## src/hw/rtl/symmetry_orbit_codebook_match_top_macros.svh

```systemverilog
// ----------------------------------------------------------------------------
// symmetry_orbit_codebook_match_top_macros.svh
// Assertion macros for the codebook match block. They sample on clk and
// are disabled while rst_n is low.
// ----------------------------------------------------------------------------
`ifndef SYMMETRY_ORBIT_CODEBOOK_MATCH_TOP_MACROS_SVH
`define SYMMETRY_ORBIT_CODEBOOK_MATCH_TOP_MACROS_SVH

// Same-cycle implication
`define SOCM_ASSERT_IMP(lbl, ante, cons, msg) \
    lbl: assert property (@(posedge clk) disable iff (!rst_n) (ante) |-> (cons)) \
        else $error(msg);

// Next-cycle implication
`define SOCM_ASSERT_NXT(lbl, ante, cons, msg) \
    lbl: assert property (@(posedge clk) disable iff (!rst_n) (ante) |=> (cons)) \
        else $error(msg);

`endif

```

## src/hw/rtl/socm_pkg.sv

```systemverilog
// ----------------------------------------------------------------------------
// socm_pkg
// Shared constants and types of the codebook match block.
// ----------------------------------------------------------------------------
package socm_pkg;

    // Default sizes
    localparam int ATOM_CAPACITY_DEF = 128;
    localparam int BLOCK_SIDE_DEF    = 4;

    // Field widths
    localparam int CMD_W   = 2;
    localparam int IDX_W   = 7;
    localparam int POS_W   = 2;
    localparam int VAL_W   = 16;
    localparam int CFG_W   = 8;
    localparam int MORPH_W = 6;
    localparam int SCORE_W = 16;

    // Commands
    localparam logic [CMD_W-1:0] CMD_ATOM_WRITE   = 2'd0;
    localparam logic [CMD_W-1:0] CMD_TARGET_WRITE = 2'd1;
    localparam logic [CMD_W-1:0] CMD_SEARCH       = 2'd2;

    // Distinct geometric transforms (transpose, row and column reverse)
    localparam int NUM_XFORM = 8;
    // Morphism bit that negates
    localparam int NEG_POS   = 4;

    // Scoring
    localparam int NORM_SHIFT  = 12;
    localparam int DIV_SHIFT   = 26;
    localparam int QUOT_BITS   = 17;
    localparam int SCORE_ONE   = 16384;
    localparam int SCORE_FLOOR = -32768;
    localparam int QMAG_W      = 15;

    // Correlator control
    typedef struct packed {
        logic clear;
        logic valid;
        logic load_target;
    } corr_ctl_t;

endpackage

```

## src/hw/rtl/socm_sqrt.sv

```systemverilog
// ----------------------------------------------------------------------------
// socm_sqrt
// Iterative integer square root of (operand << NORM_SHIFT), one result bit
// per cycle.
// ----------------------------------------------------------------------------
module socm_sqrt
    import socm_pkg::*;
#(
    parameter int SUMW = 35,
    localparam int VW  = SUMW + NORM_SHIFT,
    localparam int RTW = (VW + 1) / 2
)
(
    input  logic            clk,
    input  logic            rst_n,
    input  logic            start,
    input  logic [SUMW-1:0] operand,
    output logic            done,
    output logic [RTW-1:0]  root
);

    localparam int ITW = $clog2(RTW + 1);

    logic [VW-1:0]  v_reg, v_next;
    logic [VW-1:0]  res_reg, res_next;
    logic [VW-1:0]  bit_reg, bit_next;
    logic [ITW-1:0] it_reg, it_next;
    logic           busy_reg, busy_next;
    logic           done_reg, done_next;
    logic [VW:0]    trial;

    // One step of the digit-by-digit root
    always_comb
    begin
        v_next    = v_reg;
        res_next  = res_reg;
        bit_next  = bit_reg;
        it_next   = it_reg;
        busy_next = busy_reg;
        done_next = 1'b0;
        trial     = {1'b0, res_reg} + {1'b0, bit_reg};
        if (start)
        begin
            v_next    = {operand, {NORM_SHIFT{1'b0}}};
            res_next  = '0;
            bit_next  = VW'(1) << (2 * (RTW - 1));
            it_next   = ITW'(RTW);
            busy_next = 1'b1;
        end
        else if (busy_reg)
        begin
            if ({1'b0, v_reg} >= trial)
            begin
                v_next   = v_reg - trial[VW-1:0];
                res_next = (res_reg >> 1) + bit_reg;
            end
            else
            begin
                res_next = res_reg >> 1;
            end
            bit_next = bit_reg >> 2;
            it_next  = it_reg - ITW'(1);
            if (it_reg == ITW'(1))
            begin
                busy_next = 1'b0;
                done_next = 1'b1;
            end
        end
    end

    always_ff @(posedge clk or negedge rst_n)
    begin
        if (!rst_n)
        begin
            busy_reg <= 1'b0;
            done_reg <= 1'b0;
            it_reg   <= '0;
        end
        else
        begin
            busy_reg <= busy_next;
            done_reg <= done_next;
            it_reg   <= it_next;
        end
    end

    always_ff @(posedge clk)
    begin
        v_reg   <= v_next;
        res_reg <= res_next;
        bit_reg <= bit_next;
    end

    assign done = done_reg;
    assign root = res_reg[RTW-1:0];

endmodule

```

## config.mk

```make
export PLATFORM = sky130hd
export DESIGN_NAME = socm_sqrt
export DESIGN_NICKNAME = d
export VERILOG_FILES = /design/src/hw/rtl/symmetry_orbit_codebook_match_top_macros.svh /design/src/hw/rtl/socm_pkg.sv /design/src/hw/rtl/socm_sqrt.sv
export SDC_FILE = /design/constraint.sdc
export NUM_CORES = 1
export LEC_CHECK = 0
export BUFFER_PORTS_ARGS = -buffer_cell sky130_fd_sc_hd__buf_2
export CAP_MARGIN = 20
export CORE_UTILIZATION = 45
export DETAILED_ROUTE_END_ITERATION = 10
export SETUP_SLACK_MARGIN = 0.15
export SYNTH_ARGS = -nofsm -noshare
export SYNTH_HDL_FRONTEND = slang
export SYNTH_SLANG_ARGS = --single-unit
```

## constraint.sdc

```tcl
create_clock -name clk -period 7.3 [get_ports clk]
set_input_delay 1.825 -clock clk [delete_from_list [all_inputs] [get_ports clk]]
set_output_delay 1.825 -clock clk [all_outputs]
set_load 0.1 [all_outputs]
```

==> flow_summary.ini <==
[sta]
finalClockSkew_ns = 0.0146
tightest_slew_ns = 0.958
whs_ns = 0.457
fin_setup_tns_ns = 0
rsz0062_at_grt = no
layout_min_cycle_time_ns = 6.22
period_share_pct = 85.1
finalSetupViolCount = 0
relSlewSlack_pct = 36.1
final_max_slew_viol_count = 0
finalHoldViolCount = 0
fmax_ghz = 0.161

[worst_setup_path]
startpoint_type = flop
startpoint = res_reg[2]
crit_arrival_ns = 6.51
path_class = reg -> reg
regToRegStartpoint = res_reg[2]
crit_required_ns = 7.59
crit_fanout = 33
cp-end-kind = flop

[drt]
wl_per_cell_um = 18.7
vias = 10300
first_pass_iters = 6
drt_wl_total_um = 32100
drc = 0
drtIter0Drc = 723
ant_nets = 0
vias_per_cell = 6.00

[place]
io_buffers = 62
gp_congestion = 0.932
hpwlAfterDp_um = 23500

[final_layout]
drive_gt1_share_pct = 9.12
fillers = 2452
layout.nets = 1517
antenna-diode-count = 0
syn_to_final_growth_pct = 7.73

[synthesis]
synth_top_family_by_area = compound AO/OA/AOI/OAI gates
ys.flop_type = dfxtp_1
syn_area_um2 = 11200
syn_inst = 1396
synth-adder-area-share_pct = 11.1
synthesis.nets = 1533
synth_top_area_share_pct = 14.8
synth_cell_types = 72
yosys.area_share.simple_pct = 17.4
seq_area_frac_synth_pct = 25.7
muxShareOfSynthArea_pct = 3.59
synth_area_leaders = dfxtp_1, ha_1, edfxtp_1
synth_edf_count = 35
yosysWarnings = 0
yosysTopAreaCell = dfxtp_1
synth_compound_area_share_pct = 27.1
synth-xor-area-share_pct = 8.90
ys_async_sr_fraction_pct = 5.60
postSynthAreaPerCell_um2 = 8.04
ys_seq_elements = 125

[clock_network]
hold_buffers = 0
cts-root-buf = clkbuf_16
h-tree-depth = 4
numCtsBuffers = 17
cts.sinks = 125
post_cts_buffers = 0
clk_path_buf_depth = 2
cts_resized = 0
path_clk_slew_ns = 0.06
insertion_delay_ns = 0.43
cts_tree = yes

[floorplan]
die_h_um = 160
initial_utilization_pct = 46.0
io_pins = 63
num_rows = 57
die_area_um2 = 25600
core_area_um2 = 24400
die_x_um = 160

[power_and_ir_drop]
power_uw = 4790
leakagePower_uw = 0.00493
irDropWorstVdd_v = 0.000213
power_density_nw_per_um2 = 396

[grt]
antenna_found_initial = 0
grt_max_degree = 85
grt_pass1_vias = 9799
grt_use_total_pct = 25.7
gr-total-overflow = 0
grt_pass1_wl_um = 52900

[min_path]
hp-start = v_reg[10]
hold_class = reg -> reg

[outcome]
status = complete, no violations

[job]
cap_viol_max_count = 0
through the flow:
stage / instances / util [%] / cell area (um2) / setup slack [ns]
after floorplan: 1396 / - / 11200 / 1.90
after global placement: 1685 / 47.1 / 11500 / 1.35
after detailed placement: 1685 / 47.1 / 11500 / 1.16
after CTS: 1717 / 49.6 / 12100 / 1.14
after global routing: 1717 / 49.6 / 12100 / 0.639
final: 1717 / 49.6 / 12100 / 1.08
critical path: stages (launching register included):
cell	delay [ns]
dfxtp_1	0.44
ha_1	0.30
a21oi_1	0.25
o21ai_0	0.23
a21o_1	0.24
a41o_1	0.30
a211oi_1	0.44
a21oi_1	0.23
o21ai_0	0.35
a21boi_0	0.18
xnor2_1	0.17
ha_1	0.43
nand3_1	0.16
nor2b_1	0.24
nand3_1	0.10
o21ai_0	0.15
nor2_1	0.05
nand3_1	0.08
a32o_1	0.55
nand2_4	0.38
nor2_2	0.18
buf_4	0.36
a32o_1	0.22
per-layer routing:
layer	GRT usage [%]	up-vias	routed length (um)
li1	-	5143	-
met1	35.1	4856	15100
met2	42.6	263	15000
met3	3.19	37	1380
met4	6.67	0	505
met5	0	-	0
synthesized netlist by cell type, types with 3 or more instances:
library cell,count
a211oi_1,29
a21boi_0,9
a21o_1,28
a21oi_1,105
a221oi_1,7
a22o_1,31
a311oi_1,9
a31o_2,8
a31oi_1,43
a32o_1,4
and2_1,12
and3_1,9
and4_1,5
buf_1,4
buf_2,20
buf_4,28
clkbuf_1,52
dfrtp_1,7
dfxtp_1,83
edfxtp_1,35
ha_1,98
inv_1,38
mux2i_1,38
nand2_1,106
nand2b_1,12
nand3_1,59
nand4_1,28
nor2_1,135
nor2b_1,14
nor3_1,18
nor3b_1,3
nor4_1,5
o211ai_1,19
o21a_1,10
o21ai_0,78
o21bai_1,18
o221ai_1,4
o22ai_1,9
o31ai_1,12
or3_1,7
xnor2_1,61
xor2_1,53
area by class of cell:
cell class | instances | area [um2] | share of cell area, %
clock inverter | 8 | 77.6 | 0.642
clock buffer | 24 | 524 | 4.34
sequential | 125 | 2890 | 23.9
tap | 324 | 405 | 3.35
timing repair buffer | 72 | 400 | 3.31
multi-input combinational | 1126 | 7650 | 63.3
inverter | 38 | 143 | 1.18
cell usage in the layout (no fill, tap or decap), types with 28 or more instances in the layout:
| master | Yosys | routed |
|---|---|---|
| a22o_1 | 31 | 31 |
| xor2_1 | 53 | 53 |
| a31oi_1 | 43 | 43 |
| nand2_1 | 106 | 106 |
| inv_1 | 38 | 38 |
| dfxtp_1 | 83 | 83 |
| a21oi_1 | 105 | 105 |
| mux2i_1 | 38 | 38 |
| nand4_1 | 28 | 28 |
| nand3_1 | 59 | 59 |
| o21ai_0 | 78 | 78 |
| ha_1 | 98 | 98 |
| a21o_1 | 28 | 28 |
| a211oi_1 | 29 | 29 |
| buf_2 | 20 | 61 |
| edfxtp_1 | 35 | 35 |
| nor2_1 | 135 | 135 |
| xnor2_1 | 61 | 61 |
power breakdown:
group / switching [uW] / internal, uW
Sequential: 120 / 925
Combinational: 1780 / 1090
Clock: 337 / 536
final timing paths:
| path | endpoint | slack, ns | cells past startpoint |
|---|---|---|---|
| max | v_reg[28] | 1.08 | 22 |
| min | v_reg[10] | 0.46 | 2 |
| max reg2reg | v_reg[28] | 1.08 | 22 |
| min reg2reg | v_reg[10] | 0.46 | 2 |
| max in group asynchronous | busy_reg | 5.91 | 1 |
| min in group asynchronous | busy_reg | 1.22 | 1 |
cell families after synthesis:
family | after synthesis
buffers and inverters | 145
adders and majority gates | 99
AOI/OAI and AO/OA | 453
DFF | 125
and+or+nand+nor | 420
xor gates and xnor gates | 114
muxes | 40
No activity file was read; power rests on OpenSTA's default activity.
