<file path="src/hw/rtl/symmetry_orbit_codebook_match_top_macros.svh">
// ----------------------------------------------------------------------------
// symmetry_orbit_codebook_match_top_macros.svh
// Assertion macros for the codebook match block. They sample on clk and
// are disabled while rst_n is low.
// ----------------------------------------------------------------------------
`ifndef SYMMETRY_ORBIT_CODEBOOK_MATCH_TOP_MACROS_SVH
`define SYMMETRY_ORBIT_CODEBOOK_MATCH_TOP_MACROS_SVH

// Same-cycle implication
`define SOCM_ASSERT_IMP(lbl, ante, cons, msg) \
    lbl: assert property (@(posedge clk) disable iff (!rst_n) (ante) |-> (cons)) \
        else $error(msg);

// Next-cycle implication
`define SOCM_ASSERT_NXT(lbl, ante, cons, msg) \
    lbl: assert property (@(posedge clk) disable iff (!rst_n) (ante) |=> (cons)) \
        else $error(msg);

`endif

</file>
<file path="src/hw/rtl/socm_pkg.sv">
// ----------------------------------------------------------------------------
// socm_pkg
// Shared constants and types of the codebook match block.
// ----------------------------------------------------------------------------
package socm_pkg;

    // Default sizes
    localparam int ATOM_CAPACITY_DEF = 128;
    localparam int BLOCK_SIDE_DEF    = 4;

    // Field widths
    localparam int CMD_W   = 2;
    localparam int IDX_W   = 7;
    localparam int POS_W   = 2;
    localparam int VAL_W   = 16;
    localparam int CFG_W   = 8;
    localparam int MORPH_W = 6;
    localparam int SCORE_W = 16;

    // Commands
    localparam logic [CMD_W-1:0] CMD_ATOM_WRITE   = 2'd0;
    localparam logic [CMD_W-1:0] CMD_TARGET_WRITE = 2'd1;
    localparam logic [CMD_W-1:0] CMD_SEARCH       = 2'd2;

    // Distinct geometric transforms (transpose, row and column reverse)
    localparam int NUM_XFORM = 8;
    // Morphism bit that negates
    localparam int NEG_POS   = 4;

    // Scoring
    localparam int NORM_SHIFT  = 12;
    localparam int DIV_SHIFT   = 26;
    localparam int QUOT_BITS   = 17;
    localparam int SCORE_ONE   = 16384;
    localparam int SCORE_FLOOR = -32768;
    localparam int QMAG_W      = 15;

    // Correlator control
    typedef struct packed {
        logic clear;
        logic valid;
        logic load_target;
    } corr_ctl_t;

endpackage

</file>
<file path="src/hw/rtl/socm_div.sv">
// ----------------------------------------------------------------------------
// socm_div
// Restoring divider, one quotient bit per cycle, all transform lanes in
// step. Gives min(floor(mag * 2^DIV_SHIFT / den), SCORE_ONE).
// ----------------------------------------------------------------------------
module socm_div
    import socm_pkg::*;
#(
    parameter int SUMW = 35,
    parameter int DENW = 48
)
(
    input  logic                            clk,
    input  logic                            rst_n,
    input  logic                            start,
    input  logic [NUM_XFORM-1:0][SUMW-1:0]  mag,
    input  logic [DENW-1:0]                 den,
    output logic                            done,
    output logic [NUM_XFORM-1:0][QMAG_W-1:0] quo
);

    localparam int RW  = DENW + 1;
    localparam int PRE = DIV_SHIFT - QUOT_BITS;
    localparam int XW  = (SUMW + PRE > RW) ? SUMW + PRE : RW;
    localparam int SW  = $clog2(QUOT_BITS + 1);

    logic [RW-1:0]        rem_reg [NUM_XFORM];
    logic [RW-1:0]        rem_next [NUM_XFORM];
    logic [QUOT_BITS-1:0] q_reg [NUM_XFORM];
    logic [QUOT_BITS-1:0] q_next [NUM_XFORM];
    logic [NUM_XFORM-1:0] ovf_reg, ovf_next;
    logic [DENW-1:0]      den_reg, den_next;
    logic [SW-1:0]        step_reg, step_next;
    logic                 busy_reg, busy_next;
    logic                 done_reg, done_next;

    logic [XW-1:0] pre_val [NUM_XFORM];
    logic [RW-1:0] shl [NUM_XFORM];

    // Load and iterate every lane
    always_comb
    begin
        den_next  = den_reg;
        step_next = step_reg;
        busy_next = busy_reg;
        done_next = 1'b0;
        ovf_next  = ovf_reg;
        for (int b = 0; b < NUM_XFORM; b++)
        begin
            rem_next[b] = rem_reg[b];
            q_next[b]   = q_reg[b];
            pre_val[b]  = XW'(mag[b]) << PRE;
            shl[b]      = rem_reg[b] << 1;
        end
        if (start)
        begin
            den_next  = den;
            step_next = SW'(QUOT_BITS);
            busy_next = 1'b1;
            for (int b = 0; b < NUM_XFORM; b++)
            begin
                ovf_next[b] = pre_val[b] >= XW'(den);
                rem_next[b] = ovf_next[b] ? '0 : pre_val[b][RW-1:0];
                q_next[b]   = '0;
            end
        end
        else if (busy_reg)
        begin
            for (int b = 0; b < NUM_XFORM; b++)
            begin
                if (shl[b] >= RW'(den_reg))
                begin
                    rem_next[b] = shl[b] - RW'(den_reg);
                    q_next[b]   = {q_reg[b][QUOT_BITS-2:0], 1'b1};
                end
                else
                begin
                    rem_next[b] = shl[b];
                    q_next[b]   = {q_reg[b][QUOT_BITS-2:0], 1'b0};
                end
            end
            step_next = step_reg - SW'(1);
            if (step_reg == SW'(1))
            begin
                busy_next = 1'b0;
                done_next = 1'b1;
            end
        end
    end

    always_ff @(posedge clk or negedge rst_n)
    begin
        if (!rst_n)
        begin
            busy_reg <= 1'b0;
            done_reg <= 1'b0;
            step_reg <= '0;
        end
        else
        begin
            busy_reg <= busy_next;
            done_reg <= done_next;
            step_reg <= step_next;
        end
    end

    always_ff @(posedge clk)
    begin
        den_reg <= den_next;
        ovf_reg <= ovf_next;
        for (int b = 0; b < NUM_XFORM; b++)
        begin
            rem_reg[b] <= rem_next[b];
            q_reg[b]   <= q_next[b];
        end
    end

    // Saturate to one
    always_comb
    begin
        for (int b = 0; b < NUM_XFORM; b++)
        begin
            if (ovf_reg[b] || (q_reg[b] > QUOT_BITS'(SCORE_ONE)))
                quo[b] = QMAG_W'(SCORE_ONE);
            else
                quo[b] = q_reg[b][QMAG_W-1:0];
        end
    end

    assign done = done_reg;

endmodule

</file>
<file path="config.mk">
export PLATFORM = sky130hd
export DESIGN_NAME = socm_div
export DESIGN_NICKNAME = d
export VERILOG_FILES = /design/src/hw/rtl/symmetry_orbit_codebook_match_top_macros.svh /design/src/hw/rtl/socm_pkg.sv /design/src/hw/rtl/socm_div.sv
export SDC_FILE = /design/constraint.sdc
export NUM_CORES = 2
export LEC_CHECK = 0
export BUFFER_PORTS_ARGS = -buffer_cell sky130_fd_sc_hd__buf_2
export CAP_MARGIN = 20
export CORE_ASPECT_RATIO = 1.1
export CORE_MARGIN = 2
export CORE_UTILIZATION = 30
export DETAILED_ROUTE_END_ITERATION = 7
export GPL_ROUTABILITY_DRIVEN = 0
export PLACE_DENSITY = 0.45
export SYNTH_ARGS = -nofsm -noshare
export SYNTH_HDL_FRONTEND = slang
export SYNTH_SLANG_ARGS = --single-unit
export TNS_END_PERCENT = 30
</file>
<file path="constraint.sdc">
create_clock -name clk -period 13.1 [get_ports clk]
set_clock_uncertainty 0.1 [all_clocks]
set_input_delay 1.31 -clock clk [delete_from_list [all_inputs] [get_ports clk]]
set_output_delay 1.31 -clock clk [all_outputs]
set_load 0.01 [all_outputs]
</file>
==> results.tsv <==
stage	metric	value	unit
logic_synthesis	syn_area	53200	um^2
floorplan	ios	452	
route	remaining_drc_errors	0	
logic_synthesis	synth.yosys.seq_area_share	0.283	
sta	final-setup-viol-count	0	
placement	dp_hpwl	179	mm
clocking	clockBufferDepth	3	
clocking	post-cts-setup-buffers	0	
sta	period_needed	5730	ps
logic_synthesis	ys_warn_count	0	
logic_synthesis	synth_cell_type_count	87	
logic_synthesis	synth_flop_cell	edfxtp_1	
cells_and_area	final_nets	7630	
floorplan	die_y	446	um
floorplan	rows	162	
run_status	outcome	complete, no violations	
route	first_pass_iters	6	
power	switching_share	0.470	
hold_path	worstHoldPathType	in2async	
cells_and_area	layout-drive-gt1-share	0.113	
sta	max-slew-margin-rel	0.129	
power	pwr-share-seq	0.230	
power	clkPwrFrac	0.168	
power	p_comb_frac	0.601	
critical_path	critPathMaxFanout	38	
placement	port_buffers	451	
global_route	track_usage	0.266	
critical_path	critPathKind	reg2reg	
logic_synthesis	synth_edf_count	336	
clocking	clkTransAtPathRegs	60	ps
clocking	cts_buffers	81	
global_route	antenna_found_initial	40	
run	max-cap-violations	0	
route	routedWlPerCell	27.4	um
power	leakage	28.0	nW
global_route	grt_pass1_wl	348	mm
route	routed_via_density	5.69	
critical_path	crit-reg2reg-launch	den_reg[3]	
clocking	cts_root_buf	clkbuf_16	
logic_synthesis	syn-num-nets	7280	
sta	final-hold-violation-count	0	
clocking	ctsHoldBuffers	0	
sta	max_freq	175	MHz
cells_and_area	area_growth	14.8	%
power	power_density	227	nW/um^2
critical_path	critPathLaunch	den_reg[3]	
sta	period_share	0.437	
critical_path	start_kind	register	
floorplan	die_area	181000	um^2
clocking	clock-sinks	583	
power	p_int	7.33	mW
floorplan	coreArea	177000	um^2
critical_path	slowest_stage	nor2_1	
critical_path	end_kind	register	
global_route	grt_max_degree	133	
clocking	insertion_delay	710	ps
clocking	htreeDepth	3	
global_route	overflow	0	
critical_path	required	13610	ps
sta	rsz0062_at_grt	false	
floorplan	fp.dieW	406	um
floorplan	start_util	0.301	
route	wl	249	mm
logic_synthesis	synthCells	6275	
logic_synthesis	syn_area_per_cell	8.48	um^2
power	switching_power	6.49	mW
logic_synthesis	synth_seq_cells	583	
critical_path	critPathArrivalTime	6230	ps
critical_path	crit_chain	inv_1 > ha_1 > a21oi_1 > nor2b_1 > o31ai_2 > o21ai_2 > a211oi_1 > a21oi_1 > a41oi_1 > o211ai_1 > buf_4 > nor2_1 > a22oi_1 > o211ai_1	
route	drtIter0Drc	4852	
global_route	grt_pass1_vias	48800	
power	power.total	13.8	mW
clocking	cts_tree	done	
power	vdd_drop_max	0.120	mV
sta	timing.setup.tns	0	ps
logic_synthesis	synthArstFlopShare	0.0120	
placement	post-place-cells	8919	
sta	final.setup.worst_slack	7370	ps
clocking	cts_resized	0	
critical_path	slowest_delay	850	ps
cells_and_area	fin_cells	9079	
sta	worst_slew_pin_slew	1310	ps
placement	dp_slack	7280	ps
cells_and_area	largest_register_ffs	384	
route	ant_nets	0	
route	vias	51600	
sta	maxSlewViolCount	0	
## placed cells by master, fill, tap and decap left out, types with 36 or more instances in the layout
cell type,synthesis,final
ha_1,666,666
nand2_1,560,559
a21oi_1,545,545
nor2_1,466,458
o21ai_0,452,451
buf_2,30,450
a21o_1,354,354
edfxtp_1,336,336
mux2i_1,242,242
dfxtp_1,240,240
inv_1,193,182
xnor2_1,178,178
xor2_1,158,158
and2_1,146,146
nand4_1,135,135
nand3_1,121,121
buf_4,4,108
clkbuf_16,0,87
a211oi_1,82,82
nor2b_1,73,73
nor3_1,74,73
nand2b_1,71,71
a31oi_1,68,68
o21ai_1,67,68
o21bai_1,61,61
a22oi_1,60,60
and3_1,57,57
o211ai_1,54,54
o21a_1,49,49
nor4_1,47,46
a22o_1,36,36
## worst max-delay path, delay by kind of cell (launching register included)
kind                     cells  cell delay (ps)
AO/OA/AOI/OAI                9             2780
adder cells (fa/ha/maj)      1              420
buffers and inverters        2              930
flip-flops                   1              470
AND/OR/NAND/NOR              2              930
## power groups by stage
stage / combinational, mW / sequential [mW] / clock [mW]
6_report: 8.32 / 3.18 / 2.33
5_1_grt: 9.13 / 3.24 / 2.45
4_1_cts: 8.21 / 3.17 / 2.39
3_5_place_dp: 8.16 / 3.19 / 0
3_3_place_gp: 8.17 / 3.20 / 0
2_1_floorplan: 6.18 / 3.01 / 0
## worst paths after layout
kind                       slack [ps]  cells after the start         endpoint
setup / recovery                 7370                     14  rem_reg[0][145]
hold / removal                    360                      1         busy_reg
setup reg to reg                 7370                     14  rem_reg[0][145]
hold reg to reg                   370                      2   rem_reg[0][57]
max in group asynchronous       12360                      1         busy_reg
min in group clk                  370                      2   rem_reg[0][57]
## per-layer routing
layer	global-route usage	share of wire	wire, um	vias to the layer above
li1	-	-	-	24200
met4	0.135	0.055	13600	16
met2	0.415	0.44	109000	2006
met1	0.353	0.43	108000	25000
met5	0	0.00048	119	-
met3	0.0443	0.074	18500	408
## cell usage after synthesis (all sizes together), types with 20 or more instances
cell type,n,area share
a221o,22,0.0041
nor3,74,0.0070
clkbuf,234,0.017
and2,146,0.017
nand2b,71,0.0083
nor2,467,0.033
a21oi,545,0.051
o31ai,20,0.0030
o21ai,520,0.049
mux2i,242,0.046
buf,63,0.0054
xor2,158,0.026
and3,57,0.0067
o21a,49,0.0069
o211ai,54,0.0076
a22o,36,0.0059
o2bb2ai,28,0.0046
inv,193,0.014
nor4,47,0.0055
a32oi,28,0.0046
dfxtp,240,0.090
edfxtp,336,0.19
ha,666,0.16
xnor2,178,0.029
a21o,354,0.050
a22oi,60,0.0085
nand4,135,0.016
nand2,560,0.040
a221oi,22,0.0036
a31oi,70,0.0085
nor2b,73,0.0086
o21bai,61,0.0086
nand3,121,0.011
a211oi,82,0.012
## area by class of cell
type / count / area, um^2
fill: 18700 / 116000
multi-input combinational: 5202 / 36400
sequential: 583 / 15100
timing repair buffer: 564 / 3170
tap: 2378 / 2980
clock buffer: 115 / 2450
inverter: 193 / 732
clock inverter: 35 / 260
antenna: 9 / 22.5
## cells by family (layout without fill, tap and decap cells)
group,after synthesis,in the layout,share of synthesized area
flops,583,583,0.283
fa+ha+maj,674,674,0.160
other cells,0,9,0
buf+inv,490,907,0.0356
mux,249,249,0.0470
xor+xnor,336,336,0.0553
compound gates,2109,2109,0.254
simple gates,1834,1834,0.165
## per-stage QoR
stage	utilization	instance area, um^2	hold slack [ps]
after floorplan	-	53200	340
after global placement	0.330	58300	360
after detailed placement	0.330	58300	367
after CTS	0.345	61000	309
after global routing	0.345	61000	352
final	0.345	61000	357
Power figures use the tool's default switching activity.
